## src/rtl/mics_pkg.sv

```systemverilog
// Types and constants shared by the mini-isolation cone-sum block.
package mics_pkg;

	localparam int ANGLE_FRAC_BITS = 12;

	localparam int PT_W   = 16;
	localparam int ETA_W  = 16;
	localparam int PHI_W  = 15;
	localparam int PDG_W  = 11;
	localparam int VTX_W  = 8;
	localparam int RAD_W  = 13;
	localparam int RSQ_W  = 2 * RAD_W;
	localparam int DEND_W = PT_W + ANGLE_FRAC_BITS;
	localparam int DETA_W = ETA_W + 1;
	localparam int DPHI_W = PHI_W + 2;
	localparam int AE_W   = ETA_W;
	localparam int AP_W   = PHI_W - 1;
	localparam int DR2_W  = 2 * AE_W + 1;

	localparam int CFG_IDX_W  = 8;
	localparam int CFG_DATA_W = 16;

	localparam int QUEUE_DEPTH = 4;
	localparam int QPTR_W      = $clog2(QUEUE_DEPTH);

	// Pi rounded to the angle precision.
	localparam int PI_INT = (51472 + ((1 << (14 - ANGLE_FRAC_BITS)) >> 1))
		>> (14 - ANGLE_FRAC_BITS);
	localparam logic signed [DPHI_W-1:0] PI_FIX     = DPHI_W'(PI_INT);
	localparam logic signed [DPHI_W-1:0] TWO_PI_FIX = DPHI_W'(2 * PI_INT);

	localparam logic [PDG_W-1:0] PDG_CHARGED_HADRON = 11'd211;
	localparam logic [PDG_W-1:0] PDG_NEUTRAL_HADRON = 11'd130;
	localparam logic [PDG_W-1:0] PDG_PHOTON         = 11'd22;

	localparam logic [CFG_IDX_W-1:0] REG_MIN_RADIUS    = 8'd0;
	localparam logic [CFG_IDX_W-1:0] REG_MAX_RADIUS    = 8'd1;
	localparam logic [CFG_IDX_W-1:0] REG_KT_SCALE      = 8'd2;
	localparam logic [CFG_IDX_W-1:0] REG_PT_THRESHOLD  = 8'd3;
	localparam logic [CFG_IDX_W-1:0] REG_CHARGED_DEAD  = 8'd4;
	localparam logic [CFG_IDX_W-1:0] REG_PHOTON_DEAD   = 8'd5;
	localparam logic [CFG_IDX_W-1:0] REG_NEUTRAL_DEAD  = 8'd6;
	localparam logic [CFG_IDX_W-1:0] REG_PILEUP_DEAD   = 8'd7;

	typedef enum logic [2:0] {
		CLS_NONE,
		CLS_CHARGED,
		CLS_PILEUP,
		CLS_NEUTRAL,
		CLS_PHOTON
	} mics_cls_t;

	typedef enum logic [1:0] {
		ST_WAIT,
		ST_DIV,
		ST_CLAMP,
		ST_SQ
	} mics_state_t;

	typedef struct packed {
		logic [RAD_W-1:0] min_radius;
		logic [RAD_W-1:0] max_radius;
		logic [PT_W-1:0]  kt_scale;
		logic [PT_W-1:0]  pt_threshold;
		logic [RAD_W-1:0] charged_dead;
		logic [RAD_W-1:0] photon_dead;
		logic [RAD_W-1:0] neutral_dead;
		logic [RAD_W-1:0] pileup_dead;
	} mics_cfg_t;

	localparam mics_cfg_t CFG_RESET = '{
		min_radius:   13'd205,
		max_radius:   13'd819,
		kt_scale:     16'd40,
		pt_threshold: 16'd2,
		charged_dead: 13'd0,
		photon_dead:  13'd41,
		neutral_dead: 13'd41,
		pileup_dead:  13'd41
	};

	typedef struct packed {
		logic             cand_valid;
		logic             last;
		logic [PT_W-1:0]  lep_pt;
		mics_cls_t        cls;
		logic             above;
		logic [PT_W-1:0]  cand_pt;
	} mics_meta_t;

	typedef struct packed {
		mics_meta_t       meta;
		logic [DR2_W-1:0] dr2;
	} mics_item_t;

	typedef struct packed {
		logic              start;
		logic [DEND_W-1:0] dividend;
		logic [PT_W-1:0]   divisor;
	} mics_div_req_t;

	typedef struct packed {
		logic              done;
		logic [DEND_W-1:0] quotient;
	} mics_div_rsp_t;

endpackage

```

## src/rtl/mics_front.sv

```systemverilog
// Front end: accepts candidates, classifies them and computes the squared distance.
module mics_front (
	input  logic                                 clk,
	input  logic                                 arst_n,
	input  logic                                 in_valid,
	output logic                                 in_ready,
	input  logic                                 cand_valid,
	input  logic                                 last,
	input  logic        [mics_pkg::PT_W-1:0]     lep_pt,
	input  logic signed [mics_pkg::ETA_W-1:0]    lep_eta,
	input  logic signed [mics_pkg::PHI_W-1:0]    lep_phi,
	input  logic        [mics_pkg::PT_W-1:0]     cand_pt,
	input  logic signed [mics_pkg::ETA_W-1:0]    cand_eta,
	input  logic signed [mics_pkg::PHI_W-1:0]    cand_phi,
	input  logic signed [mics_pkg::PDG_W-1:0]    cand_pdg_id,
	input  logic signed [mics_pkg::VTX_W-1:0]    cand_vertex,
	input  logic        [mics_pkg::PT_W-1:0]     pt_threshold,
	input  logic                                 q_full,
	output logic                                 push,
	output mics_pkg::mics_item_t                 push_item
);

	logic adv;

	mics_pkg::mics_meta_t                     meta_in;
	logic        [mics_pkg::PDG_W-1:0]        pdg_u;
	logic        [mics_pkg::PDG_W-1:0]        apdg;
	logic signed [mics_pkg::DPHI_W-1:0]       dphi_raw;
	logic signed [mics_pkg::DPHI_W-1:0]       dphi_wrap;
	logic signed [mics_pkg::DETA_W-1:0]       deta;

	logic                                     v_s1, v_s2, v_s3;
	mics_pkg::mics_meta_t                     meta_s1, meta_s2, meta_s3;
	logic signed [mics_pkg::DETA_W-1:0]       deta_s1;
	logic signed [mics_pkg::PHI_W-1:0]        dphi_s1;
	logic        [mics_pkg::AE_W-1:0]         ae_s2;
	logic        [mics_pkg::AP_W-1:0]         ap_s2;
	logic        [2*mics_pkg::AE_W-1:0]       ae2_s3;
	logic        [2*mics_pkg::AP_W-1:0]       ap2_s3;

	// The three stages move together; they hold only when the last one cannot push.
	assign adv      = !v_s3 || !q_full;
	assign in_ready = adv;
	assign push     = v_s3 && !q_full;

	always_comb begin
		pdg_u = cand_pdg_id;
		apdg  = pdg_u[mics_pkg::PDG_W-1] ? (~pdg_u + 11'd1) : pdg_u;

		meta_in.cand_valid = cand_valid;
		meta_in.last       = last;
		meta_in.lep_pt     = lep_pt;
		meta_in.above      = cand_pt > pt_threshold;
		meta_in.cand_pt    = cand_pt;
		unique case (apdg)
			mics_pkg::PDG_CHARGED_HADRON: begin
				meta_in.cls = (cand_vertex == '0) ? mics_pkg::CLS_CHARGED
					: mics_pkg::CLS_PILEUP;
			end
			mics_pkg::PDG_NEUTRAL_HADRON: meta_in.cls = mics_pkg::CLS_NEUTRAL;
			mics_pkg::PDG_PHOTON:         meta_in.cls = mics_pkg::CLS_PHOTON;
			default:                      meta_in.cls = mics_pkg::CLS_NONE;
		endcase
	end

	// The raw phi difference stays within three half turns, so one correction wraps it.
	always_comb begin
		deta     = mics_pkg::DETA_W'(cand_eta) - mics_pkg::DETA_W'(lep_eta);
		dphi_raw = mics_pkg::DPHI_W'(cand_phi) - mics_pkg::DPHI_W'(lep_phi);
		if (dphi_raw > mics_pkg::PI_FIX) begin
			dphi_wrap = dphi_raw - mics_pkg::TWO_PI_FIX;
		end else if (dphi_raw < -mics_pkg::PI_FIX) begin
			dphi_wrap = dphi_raw + mics_pkg::TWO_PI_FIX;
		end else begin
			dphi_wrap = dphi_raw;
		end
	end

	always_ff @(posedge clk or negedge arst_n) begin
		if (!arst_n) begin
			v_s1 <= 1'b0;
			v_s2 <= 1'b0;
			v_s3 <= 1'b0;
		end else if (adv) begin
			v_s1 <= in_valid;
			v_s2 <= v_s1;
			v_s3 <= v_s2;
		end
	end

	always_ff @(posedge clk) begin
		if (adv) begin
			meta_s1 <= meta_in;
			deta_s1 <= deta;
			dphi_s1 <= mics_pkg::PHI_W'(dphi_wrap);

			meta_s2 <= meta_s1;
			ae_s2   <= deta_s1[mics_pkg::DETA_W-1] ? mics_pkg::AE_W'(-deta_s1)
				: mics_pkg::AE_W'(deta_s1);
			ap_s2   <= dphi_s1[mics_pkg::PHI_W-1] ? mics_pkg::AP_W'(-dphi_s1)
				: mics_pkg::AP_W'(dphi_s1);

			meta_s3 <= meta_s2;
			ae2_s3  <= ae_s2 * ae_s2;
			ap2_s3  <= ap_s2 * ap_s2;
		end
	end

	assign push_item.meta = meta_s3;
	assign push_item.dr2  = mics_pkg::DR2_W'(ae2_s3) + mics_pkg::DR2_W'(ap2_s3);

endmodule

```

## src/rtl/mics_fifo.sv

```systemverilog
// Short queue between the front end and the accumulating back end.
module mics_fifo (
	input  logic                 clk,
	input  logic                 arst_n,
	input  logic                 push,
	input  mics_pkg::mics_item_t push_item,
	input  logic                 pop,
	output mics_pkg::mics_item_t head,
	output logic                 empty,
	output logic                 full
);

	mics_pkg::mics_item_t            mem_q [mics_pkg::QUEUE_DEPTH];
	logic [mics_pkg::QPTR_W-1:0]     wr_ptr_q, rd_ptr_q;
	logic [mics_pkg::QPTR_W:0]       count_q;

	assign empty = count_q == '0;
	assign full  = count_q == (mics_pkg::QPTR_W + 1)'(mics_pkg::QUEUE_DEPTH);
	assign head  = mem_q[rd_ptr_q];

	always_ff @(posedge clk or negedge arst_n) begin
		if (!arst_n) begin
			wr_ptr_q <= '0;
			rd_ptr_q <= '0;
			count_q  <= '0;
		end else begin
			if (push) begin
				wr_ptr_q <= wr_ptr_q + 1'b1;
			end
			if (pop) begin
				rd_ptr_q <= rd_ptr_q + 1'b1;
			end
			if (push && !pop) begin
				count_q <= count_q + 1'b1;
			end else if (pop && !push) begin
				count_q <= count_q - 1'b1;
			end
		end
	end

	always_ff @(posedge clk) begin
		if (push) begin
			mem_q[wr_ptr_q] <= push_item;
		end
	end

endmodule

```

## src/rtl/mics_div.sv

```systemverilog
// Restoring divider that yields one quotient bit per cycle for the cone radius.
module mics_div (
	input  logic                    clk,
	input  logic                    arst_n,
	input  mics_pkg::mics_div_req_t req,
	output mics_pkg::mics_div_rsp_t rsp
);

	localparam int CNT_W = $clog2(mics_pkg::DEND_W);

	logic                            busy_q;
	logic                            done_q;
	logic [CNT_W-1:0]                count_q;
	logic [mics_pkg::DEND_W-1:0]     quo_q;
	logic [mics_pkg::PT_W-1:0]       rem_q;
	logic [mics_pkg::PT_W-1:0]       divisor_q;
	logic [mics_pkg::PT_W:0]         rem_sh;
	logic [mics_pkg::PT_W+1:0]       diff;

	// A zero divisor never fails the trial subtraction, so the quotient comes out all ones.
	always_comb begin
		rem_sh = {rem_q, quo_q[mics_pkg::DEND_W-1]};
		diff   = {1'b0, rem_sh} - (mics_pkg::PT_W + 2)'(divisor_q);
	end

	always_ff @(posedge clk or negedge arst_n) begin
		if (!arst_n) begin
			busy_q  <= 1'b0;
			done_q  <= 1'b0;
			count_q <= '0;
		end else begin
			done_q <= 1'b0;
			if (req.start) begin
				busy_q  <= 1'b1;
				count_q <= '0;
			end else if (busy_q) begin
				count_q <= count_q + 1'b1;
				if (count_q == CNT_W'(mics_pkg::DEND_W - 1)) begin
					busy_q <= 1'b0;
					done_q <= 1'b1;
				end
			end
		end
	end

	always_ff @(posedge clk) begin
		if (req.start) begin
			quo_q     <= req.dividend;
			rem_q     <= '0;
			divisor_q <= req.divisor;
		end else if (busy_q) begin
			if (!diff[mics_pkg::PT_W+1]) begin
				rem_q <= diff[mics_pkg::PT_W-1:0];
				quo_q <= {quo_q[mics_pkg::DEND_W-2:0], 1'b1};
			end else begin
				rem_q <= rem_sh[mics_pkg::PT_W-1:0];
				quo_q <= {quo_q[mics_pkg::DEND_W-2:0], 1'b0};
			end
		end
	end

	assign rsp.done     = done_q;
	assign rsp.quotient = quo_q;

endmodule

```

## src/rtl/mics_back.sv

```systemverilog
// Back end: sets the cone per run, accumulates the four sums and holds the result.
module mics_back #(
	parameter int SUM_WIDTH = 24
) (
	input  logic                      clk,
	input  logic                      arst_n,
	input  mics_pkg::mics_cfg_t       cfg,
	input  logic                      empty,
	input  mics_pkg::mics_item_t      head,
	output logic                      pop,
	output mics_pkg::mics_div_req_t   div_req,
	input  mics_pkg::mics_div_rsp_t   div_rsp,
	output logic                      out_valid,
	input  logic                      out_ready,
	output logic [SUM_WIDTH-1:0]      charged_sum,
	output logic [SUM_WIDTH-1:0]      neutral_sum,
	output logic [SUM_WIDTH-1:0]      photon_sum,
	output logic [SUM_WIDTH-1:0]      pileup_sum
);

	function automatic logic [SUM_WIDTH-1:0] sat_add(
		input logic [SUM_WIDTH-1:0]      a,
		input logic [mics_pkg::PT_W-1:0] b
	);
		logic [SUM_WIDTH:0] s;
		s = {1'b0, a} + (SUM_WIDTH + 1)'(b);
		return s[SUM_WIDTH] ? '1 : s[SUM_WIDTH-1:0];
	endfunction

	mics_pkg::mics_state_t          state_q, state_nxt;
	logic                           in_run_q;
	logic                           out_valid_q;
	logic                           out_free;
	logic [mics_pkg::RAD_W-1:0]     radius_q, clamp_r;
	logic [mics_pkg::RSQ_W-1:0]     cone_sq_q;
	logic [mics_pkg::RSQ_W-1:0]     charged_sq_q, photon_sq_q, neutral_sq_q, pileup_sq_q;
	logic [SUM_WIDTH-1:0]           charged_acc_q, neutral_acc_q, photon_acc_q, pileup_acc_q;
	logic [SUM_WIDTH-1:0]           charged_nxt, neutral_nxt, photon_nxt, pileup_nxt;
	logic [SUM_WIDTH-1:0]           charged_out_q, neutral_out_q, photon_out_q, pileup_out_q;
	logic                           in_cone;
	logic                           add_charged, add_neutral, add_photon, add_pileup;

	assign out_free = !out_valid_q || out_ready;

	always_comb begin
		state_nxt = state_q;
		unique case (state_q)
			mics_pkg::ST_WAIT: begin
				if (!empty && !in_run_q) begin
					state_nxt = mics_pkg::ST_DIV;
				end
			end
			mics_pkg::ST_DIV: begin
				if (div_rsp.done) begin
					state_nxt = mics_pkg::ST_CLAMP;
				end
			end
			mics_pkg::ST_CLAMP: state_nxt = mics_pkg::ST_SQ;
			mics_pkg::ST_SQ:    state_nxt = mics_pkg::ST_WAIT;
			default:            state_nxt = mics_pkg::ST_WAIT;
		endcase
	end

	// An item that opens a run waits at the queue head until its radius is known.
	always_comb begin
		pop              = 1'b0;
		div_req.start    = 1'b0;
		div_req.dividend = mics_pkg::DEND_W'(cfg.kt_scale) << mics_pkg::ANGLE_FRAC_BITS;
		div_req.divisor  = head.meta.lep_pt;
		unique case (state_q)
			mics_pkg::ST_WAIT: begin
				pop           = !empty && in_run_q && (!head.meta.last || out_free);
				div_req.start = !empty && !in_run_q;
			end
			default: begin
				pop           = 1'b0;
				div_req.start = 1'b0;
			end
		endcase
	end

	// The lower clamp is applied last, so it wins when the limits cross.
	always_comb begin
		if (div_rsp.quotient > mics_pkg::DEND_W'(cfg.max_radius)) begin
			clamp_r = cfg.max_radius;
		end else begin
			clamp_r = div_rsp.quotient[mics_pkg::RAD_W-1:0];
		end
		if (clamp_r < cfg.min_radius) begin
			clamp_r = cfg.min_radius;
		end
	end

	always_comb begin
		in_cone     = head.meta.cand_valid
			&& (head.dr2 <= mics_pkg::DR2_W'(cone_sq_q));
		add_charged = in_cone && (head.meta.cls == mics_pkg::CLS_CHARGED)
			&& (head.dr2 > mics_pkg::DR2_W'(charged_sq_q));
		add_pileup  = in_cone && (head.meta.cls == mics_pkg::CLS_PILEUP)
			&& head.meta.above && (head.dr2 > mics_pkg::DR2_W'(pileup_sq_q));
		add_neutral = in_cone && (head.meta.cls == mics_pkg::CLS_NEUTRAL)
			&& head.meta.above && (head.dr2 > mics_pkg::DR2_W'(neutral_sq_q));
		add_photon  = in_cone && (head.meta.cls == mics_pkg::CLS_PHOTON)
			&& head.meta.above && (head.dr2 > mics_pkg::DR2_W'(photon_sq_q));

		charged_nxt = add_charged ? sat_add(charged_acc_q, head.meta.cand_pt) : charged_acc_q;
		pileup_nxt  = add_pileup  ? sat_add(pileup_acc_q,  head.meta.cand_pt) : pileup_acc_q;
		neutral_nxt = add_neutral ? sat_add(neutral_acc_q, head.meta.cand_pt) : neutral_acc_q;
		photon_nxt  = add_photon  ? sat_add(photon_acc_q,  head.meta.cand_pt) : photon_acc_q;
	end

	always_ff @(posedge clk or negedge arst_n) begin
		if (!arst_n) begin
			state_q       <= mics_pkg::ST_WAIT;
			in_run_q      <= 1'b0;
			out_valid_q   <= 1'b0;
			cone_sq_q     <= '0;
			charged_acc_q <= '0;
			neutral_acc_q <= '0;
			photon_acc_q  <= '0;
			pileup_acc_q  <= '0;
		end else begin
			state_q <= state_nxt;
			if (state_q == mics_pkg::ST_SQ) begin
				cone_sq_q <= radius_q * radius_q;
				in_run_q  <= 1'b1;
			end
			if (pop && head.meta.last) begin
				out_valid_q   <= 1'b1;
				in_run_q      <= 1'b0;
				charged_acc_q <= '0;
				neutral_acc_q <= '0;
				photon_acc_q  <= '0;
				pileup_acc_q  <= '0;
			end else begin
				if (out_ready) begin
					out_valid_q <= 1'b0;
				end
				if (pop) begin
					charged_acc_q <= charged_nxt;
					neutral_acc_q <= neutral_nxt;
					photon_acc_q  <= photon_nxt;
					pileup_acc_q  <= pileup_nxt;
				end
			end
		end
	end

	always_ff @(posedge clk) begin
		if (state_q == mics_pkg::ST_CLAMP) begin
			radius_q <= clamp_r;
		end
		if (pop && head.meta.last) begin
			charged_out_q <= charged_nxt;
			neutral_out_q <= neutral_nxt;
			photon_out_q  <= photon_nxt;
			pileup_out_q  <= pileup_nxt;
		end
		charged_sq_q <= cfg.charged_dead * cfg.charged_dead;
		photon_sq_q  <= cfg.photon_dead * cfg.photon_dead;
		neutral_sq_q <= cfg.neutral_dead * cfg.neutral_dead;
		pileup_sq_q  <= cfg.pileup_dead * cfg.pileup_dead;
	end

	assign out_valid   = out_valid_q;
	assign charged_sum = charged_out_q;
	assign neutral_sum = neutral_out_q;
	assign photon_sum  = photon_out_q;
	assign pileup_sum  = pileup_out_q;

endmodule

```

## src/rtl/mini_isolation_cone_sums.sv

```systemverilog
// Top level of the mini-isolation cone-sum block with its configuration registers.
//
// Usage: a lepton's candidates arrive as a run of beats on the in channel
// (in_valid/in_ready), each carrying the lepton's pt, eta and phi. The beat
// marked last closes the run and produces one beat on the out channel
// (out_valid/out_ready) with the four saturated pt sums.
// Configuration is written through cfg_wr_en/cfg_index/cfg_wdata while the
// block is idle; indexes above seven are ignored.
// The last beat of a run whose cone is already set passes the front stages and
// the queue into the result register. The first beat of a run waits at the
// queue head while the 28-step radius divider, the clamp and the radius square run.
// Throughput: one candidate per cycle in a run without output stalls, plus the back
// end's per-run setup; a four-entry queue lets the front keep accepting meanwhile.
// Reset clears the pipeline, queue, sums and run state and loads the default
// configuration. A stalled receiver holds the result register; the queue then
// fills and in_ready drops once the last front stage also holds an item.
module mini_isolation_cone_sums #(
	parameter int SUM_WIDTH = 24
) (
	input  logic                                 clk,
	input  logic                                 arst_n,
	input  logic                                 cfg_wr_en,
	input  logic [mics_pkg::CFG_IDX_W-1:0]       cfg_index,
	input  logic [mics_pkg::CFG_DATA_W-1:0]      cfg_wdata,
	input  logic                                 in_valid,
	output logic                                 in_ready,
	input  logic                                 cand_valid,
	input  logic                                 last,
	input  logic        [mics_pkg::PT_W-1:0]     lep_pt,
	input  logic signed [mics_pkg::ETA_W-1:0]    lep_eta,
	input  logic signed [mics_pkg::PHI_W-1:0]    lep_phi,
	input  logic        [mics_pkg::PT_W-1:0]     cand_pt,
	input  logic signed [mics_pkg::ETA_W-1:0]    cand_eta,
	input  logic signed [mics_pkg::PHI_W-1:0]    cand_phi,
	input  logic signed [mics_pkg::PDG_W-1:0]    cand_pdg_id,
	input  logic signed [mics_pkg::VTX_W-1:0]    cand_vertex,
	output logic                                 out_valid,
	input  logic                                 out_ready,
	output logic [SUM_WIDTH-1:0]                 charged_sum,
	output logic [SUM_WIDTH-1:0]                 neutral_sum,
	output logic [SUM_WIDTH-1:0]                 photon_sum,
	output logic [SUM_WIDTH-1:0]                 pileup_sum
);

	mics_pkg::mics_cfg_t      cfg_q;
	mics_pkg::mics_item_t     push_item, head;
	mics_pkg::mics_div_req_t  div_req;
	mics_pkg::mics_div_rsp_t  div_rsp;
	logic                     push, pop, q_empty, q_full;

	always_ff @(posedge clk or negedge arst_n) begin
		if (!arst_n) begin
			cfg_q <= mics_pkg::CFG_RESET;
		end else if (cfg_wr_en) begin
			unique case (cfg_index)
				mics_pkg::REG_MIN_RADIUS:   cfg_q.min_radius   <= cfg_wdata[mics_pkg::RAD_W-1:0];
				mics_pkg::REG_MAX_RADIUS:   cfg_q.max_radius   <= cfg_wdata[mics_pkg::RAD_W-1:0];
				mics_pkg::REG_KT_SCALE:     cfg_q.kt_scale     <= cfg_wdata[mics_pkg::PT_W-1:0];
				mics_pkg::REG_PT_THRESHOLD: cfg_q.pt_threshold <= cfg_wdata[mics_pkg::PT_W-1:0];
				mics_pkg::REG_CHARGED_DEAD: cfg_q.charged_dead <= cfg_wdata[mics_pkg::RAD_W-1:0];
				mics_pkg::REG_PHOTON_DEAD:  cfg_q.photon_dead  <= cfg_wdata[mics_pkg::RAD_W-1:0];
				mics_pkg::REG_NEUTRAL_DEAD: cfg_q.neutral_dead <= cfg_wdata[mics_pkg::RAD_W-1:0];
				mics_pkg::REG_PILEUP_DEAD:  cfg_q.pileup_dead  <= cfg_wdata[mics_pkg::RAD_W-1:0];
				default: ;
			endcase
		end
	end

	mics_front u_front (
		.clk          (clk),
		.arst_n       (arst_n),
		.in_valid     (in_valid),
		.in_ready     (in_ready),
		.cand_valid   (cand_valid),
		.last         (last),
		.lep_pt       (lep_pt),
		.lep_eta      (lep_eta),
		.lep_phi      (lep_phi),
		.cand_pt      (cand_pt),
		.cand_eta     (cand_eta),
		.cand_phi     (cand_phi),
		.cand_pdg_id  (cand_pdg_id),
		.cand_vertex  (cand_vertex),
		.pt_threshold (cfg_q.pt_threshold),
		.q_full       (q_full),
		.push         (push),
		.push_item    (push_item)
	);

	mics_fifo u_fifo (
		.clk       (clk),
		.arst_n    (arst_n),
		.push      (push),
		.push_item (push_item),
		.pop       (pop),
		.head      (head),
		.empty     (q_empty),
		.full      (q_full)
	);

	mics_div u_div (
		.clk    (clk),
		.arst_n (arst_n),
		.req    (div_req),
		.rsp    (div_rsp)
	);

	mics_back #(
		.SUM_WIDTH (SUM_WIDTH)
	) u_back (
		.clk         (clk),
		.arst_n      (arst_n),
		.cfg         (cfg_q),
		.empty       (q_empty),
		.head        (head),
		.pop         (pop),
		.div_req     (div_req),
		.div_rsp     (div_rsp),
		.out_valid   (out_valid),
		.out_ready   (out_ready),
		.charged_sum (charged_sum),
		.neutral_sum (neutral_sum),
		.photon_sum  (photon_sum),
		.pileup_sum  (pileup_sum)
	);

endmodule

```

## config.mk

```make
export PLATFORM = sky130hd
export DESIGN_NAME = mini_isolation_cone_sums
export DESIGN_NICKNAME = d
export VERILOG_FILES = /design/src/rtl/mics_pkg.sv /design/src/rtl/mics_front.sv /design/src/rtl/mics_fifo.sv /design/src/rtl/mics_div.sv /design/src/rtl/mics_back.sv /design/src/rtl/mini_isolation_cone_sums.sv
export SDC_FILE = /design/constraint.sdc
export NUM_CORES = 2
export LEC_CHECK = 0
export BUFFER_PORTS_ARGS = -buffer_cell sky130_fd_sc_hd__clkbuf_2
export CORE_MARGIN = 5
export CORE_UTILIZATION = 50
export CTS_CLUSTER_SIZE = 10
export DETAILED_ROUTE_END_ITERATION = 8
export PLACE_DENSITY = 0.78
export SYNTH_ARGS = -nofsm -noshare
export SYNTH_HDL_FRONTEND = slang
export SYNTH_HIERARCHICAL = 1
export SYNTH_SLANG_ARGS = --single-unit
export TNS_END_PERCENT = 100
```

## constraint.sdc

```tcl
create_clock -name clk -period 20.2 [get_ports clk]
set_clock_uncertainty 0.2 [all_clocks]
set_input_delay 2.02 -clock clk [delete_from_list [all_inputs] [get_ports clk]]
set_output_delay 2.02 -clock clk [all_outputs]
set_load 0.05 [all_outputs]
```

==> out/qor.txt <==
1st-pass router iterations: 8
Tmin final: 7.19 ns
CTS buffer count: 120
post-synthesis async set-or-reset flop share: 24.3%
DRC errors left: 0
register bit count reported by yosys: 1039
max-slew violations: 0
layout cells sized above 1: 9.72%
Core Rows: 152
first-pass GRT wire length: 320 mm
Ys Warns: 6
Fin Setup TNS: 0 ns
clk buf depth: 3
Post-synth EDFFs: 671
Synth Instances: 8209
total number of vias: 59.3k
Top FF cell, synth: edfxtp_1
Antenna Violating Nets Remaining: 0
Placer Congestion: 0.911
H-tree levels: 3
Yosys top cell by area: edfxtp_1
endpoint type of the worst setup path: flip-flop
die width: 426 um
antenna violations before repair: 1
max_cap viols: 0
vias in the first global route: 61.5k
drt wl/cell: 18.4 um
via-per-instance ratio: 5.51
Post CTS Setup Buffer Count: 0
largest net degree at the start of global routing: 151
Worst Path Arrival: 7.50 ns
post-synthesis cell area: 0.0863 mm^2
Setup CP Type: reg -> reg
Die H: 426 um
grt ovf: 0
post-synthesis sequential area ratio: 33.4%
count of cell types in the netlist: 128
GR Util All Layers: 21.8%
crit path max fanout: 17
synth-to-layout area growth: 7.83%
Clock transition at path regs: 0.06 ns
cts hold-fix bufs: 0
Clock Latency Late Sink: 0.76 ns
filler cell count: 14.4k
number of I/O port buffers: 241
Starting Density: 50.3%
max_slew headroom: 16.0%
TritonCTS clock tree: built
initial drt markers: 4629
CTS root buf: clkbuf_16
top-area cell type share of the netlist area: 23.3%
final hold violations: 0
Worst Tran Pin Value: 1.25 ns
RSZ-0062 raised after global routing: false
HP Class: reg -> reg
final net count: 10.1k
fmax: 139 MHz
post-DP HPWL: 149 mm
Critical Path Start Type: flip-flop
syn_area_per_cell: 10.5 um^2
Ports: 242
status: completed
area of the die: 0.181 mm^2
period utilization: 35.6%
data required time at the worst endpoint: 20.51 ns
Post-CTS Resized: 0
final wirelength: 198 mm
core area: 0.172 mm^2
top post-synthesis cells by area: edfxtp_1 23%, fa_1 18%, ha_1 12%
clk sinks: 1039
Setup-failing EPs final: 0
metal layers:
| metal | vias to the layer above | wire, um | GRT usage [%] |
|---|---|---|---|
| met5 | - | 0 | 0 |
| met4 | 0 | 9470 | 9.39 |
| met3 | 434 | 12500 | 3.03 |
| met2 | 2009 | 95500 | 36.9 |
| met1 | 29440 | 80200 | 28.2 |
| li1 | 27448 | - | - |
cell type report:
type	count	area, um^2	area share, %
clock inverters	17	283	0.304
flip-flops and latches	1039	28800	30.9
inverters	1694	6360	6.83
well taps	2310	2890	3.10
diodes	2	5.00	0.00538
clock buffers	212	3470	3.73
repair buffers	270	1450	1.55
multi-input cells	5223	49800	53.5
through the flow:
stage	utilization, %	area (um^2)	instances	setup WS (ns)	hold slack, ns
2_1_floorplan	-	86400	8221	12.06	0.200
4_1_cts	54.2	93100	10765	13.11	0.203
3_5_place_dp	52.0	89300	10536	13.09	0.205
3_3_place_gp	52.0	89300	10536	13.27	0.201
6_report	54.2	93100	10767	13.01	0.210
5_1_grt	54.2	93100	10765	12.62	0.218
layout by cell type (no fill, tap or decap), types with 227 or more instances in the layout:
| cell type | Yosys | routed |
|---|---|---|
| nand2_1 | 628 | 627 |
| ha_1 | 854 | 854 |
| inv_1 | 1692 | 1692 |
| dfrtp_1 | 229 | 227 |
| fa_1 | 774 | 774 |
| a21oi_1 | 294 | 294 |
| clkbuf_2 | 1 | 240 |
| nor2_1 | 342 | 340 |
| edfxtp_1 | 671 | 671 |
| and2_1 | 233 | 229 |
| xnor2_1 | 246 | 246 |
| o21ai_0 | 257 | 256 |
flip-flops by register name, indices dropped and copies added, names as in the netlist, 25 cells and up:
signal,count
u_back/charged_sq_q,25
u_front/ap2_s3,27
u_div/quo_q,28
u_fifo/mem_q,284
u_front/ae2_s3,31
u_front/meta_s2,38
u_back/photon_sq_q,25
u_back/pileup_sq_q,25
u_front/push_item,38
u_front/meta_s1,38
u_back/cone_sq_q,25
cfg_q,110
u_back/neutral_sq_q,25
logic make-up after synthesis:
group | synth area share (%)
fa+ha+maj | 30.3
other cells | 0.00434
simple gates | 10.0
xor+xnor | 3.56
mux | 4.59
buf+inv | 9.02
compound gates | 9.13
flops | 33.4
worst max-delay path, stage by stage (launching register included):
cell	delay (ns)
edfxtp_1	0.64
and2_1	0.30
fa_1	0.50
inv_1	0.05
fa_1	0.53
inv_1	0.05
fa_1	0.50
inv_1	0.05
fa_1	0.53
inv_1	0.05
fa_1	0.47
inv_1	0.05
fa_1	0.47
inv_1	0.04
ha_1	0.36
a21oi_1	0.08
o21ai_0	0.44
a311o_1	0.28
a21oi_1	0.09
o211ai_1	0.32
nand2_1	0.14
nor3_1	0.30
o22ai_1	0.18
a211o_1	0.28
cells in the mapped netlist, types with 27 or more instances:
cell type,count
buf_4,46
a211oi_1,51
xor2_1,103
nor2b_1,64
fa_1,774
a21o_1,133
and3_1,44
edfxtp_1,671
clkbuf_1,169
xnor2_1,246
mux2_2,195
nor3_1,86
dfrtp_1,229
nand2b_1,53
nand3_1,103
a21oi_1,294
or2_2,29
nand2_1,628
mux4_2,70
o21bai_1,27
inv_1,1692
and2_1,233
o21ai_0,257
o31ai_1,30
or3_1,27
o21a_1,63
nor2_1,342
nand4_1,56
dfxtp_1,116
ha_1,854
a31oi_1,52
worst paths after layout:
| kind | slack (ns) | to | depth (start not counted) | startpoint |
|---|---|---|---|---|
| worst min register to register | 0.21 | u_front/push_item[59] | 0 | u_front/meta_s2[26] |
| min in group asynchronous | 1.12 | u_back/charged_acc_q[12] | 1 | arst_n |
| max in group asynchronous | 17.10 | cfg_q[34] | 2 | arst_n |
| worst max-delay path | 13.01 | u_front/ae2_s3[29] | 23 | u_front/ae_s2[9] |
| worst max register to register | 13.01 | u_front/ae2_s3[29] | 23 | u_front/ae_s2[9] |
| worst min-delay path | 0.21 | u_front/push_item[59] | 0 | u_front/meta_s2[26] |
Power is not shown: default switching activity piles up to over one toggle a cycle in this logic, so the estimate is an artifact.
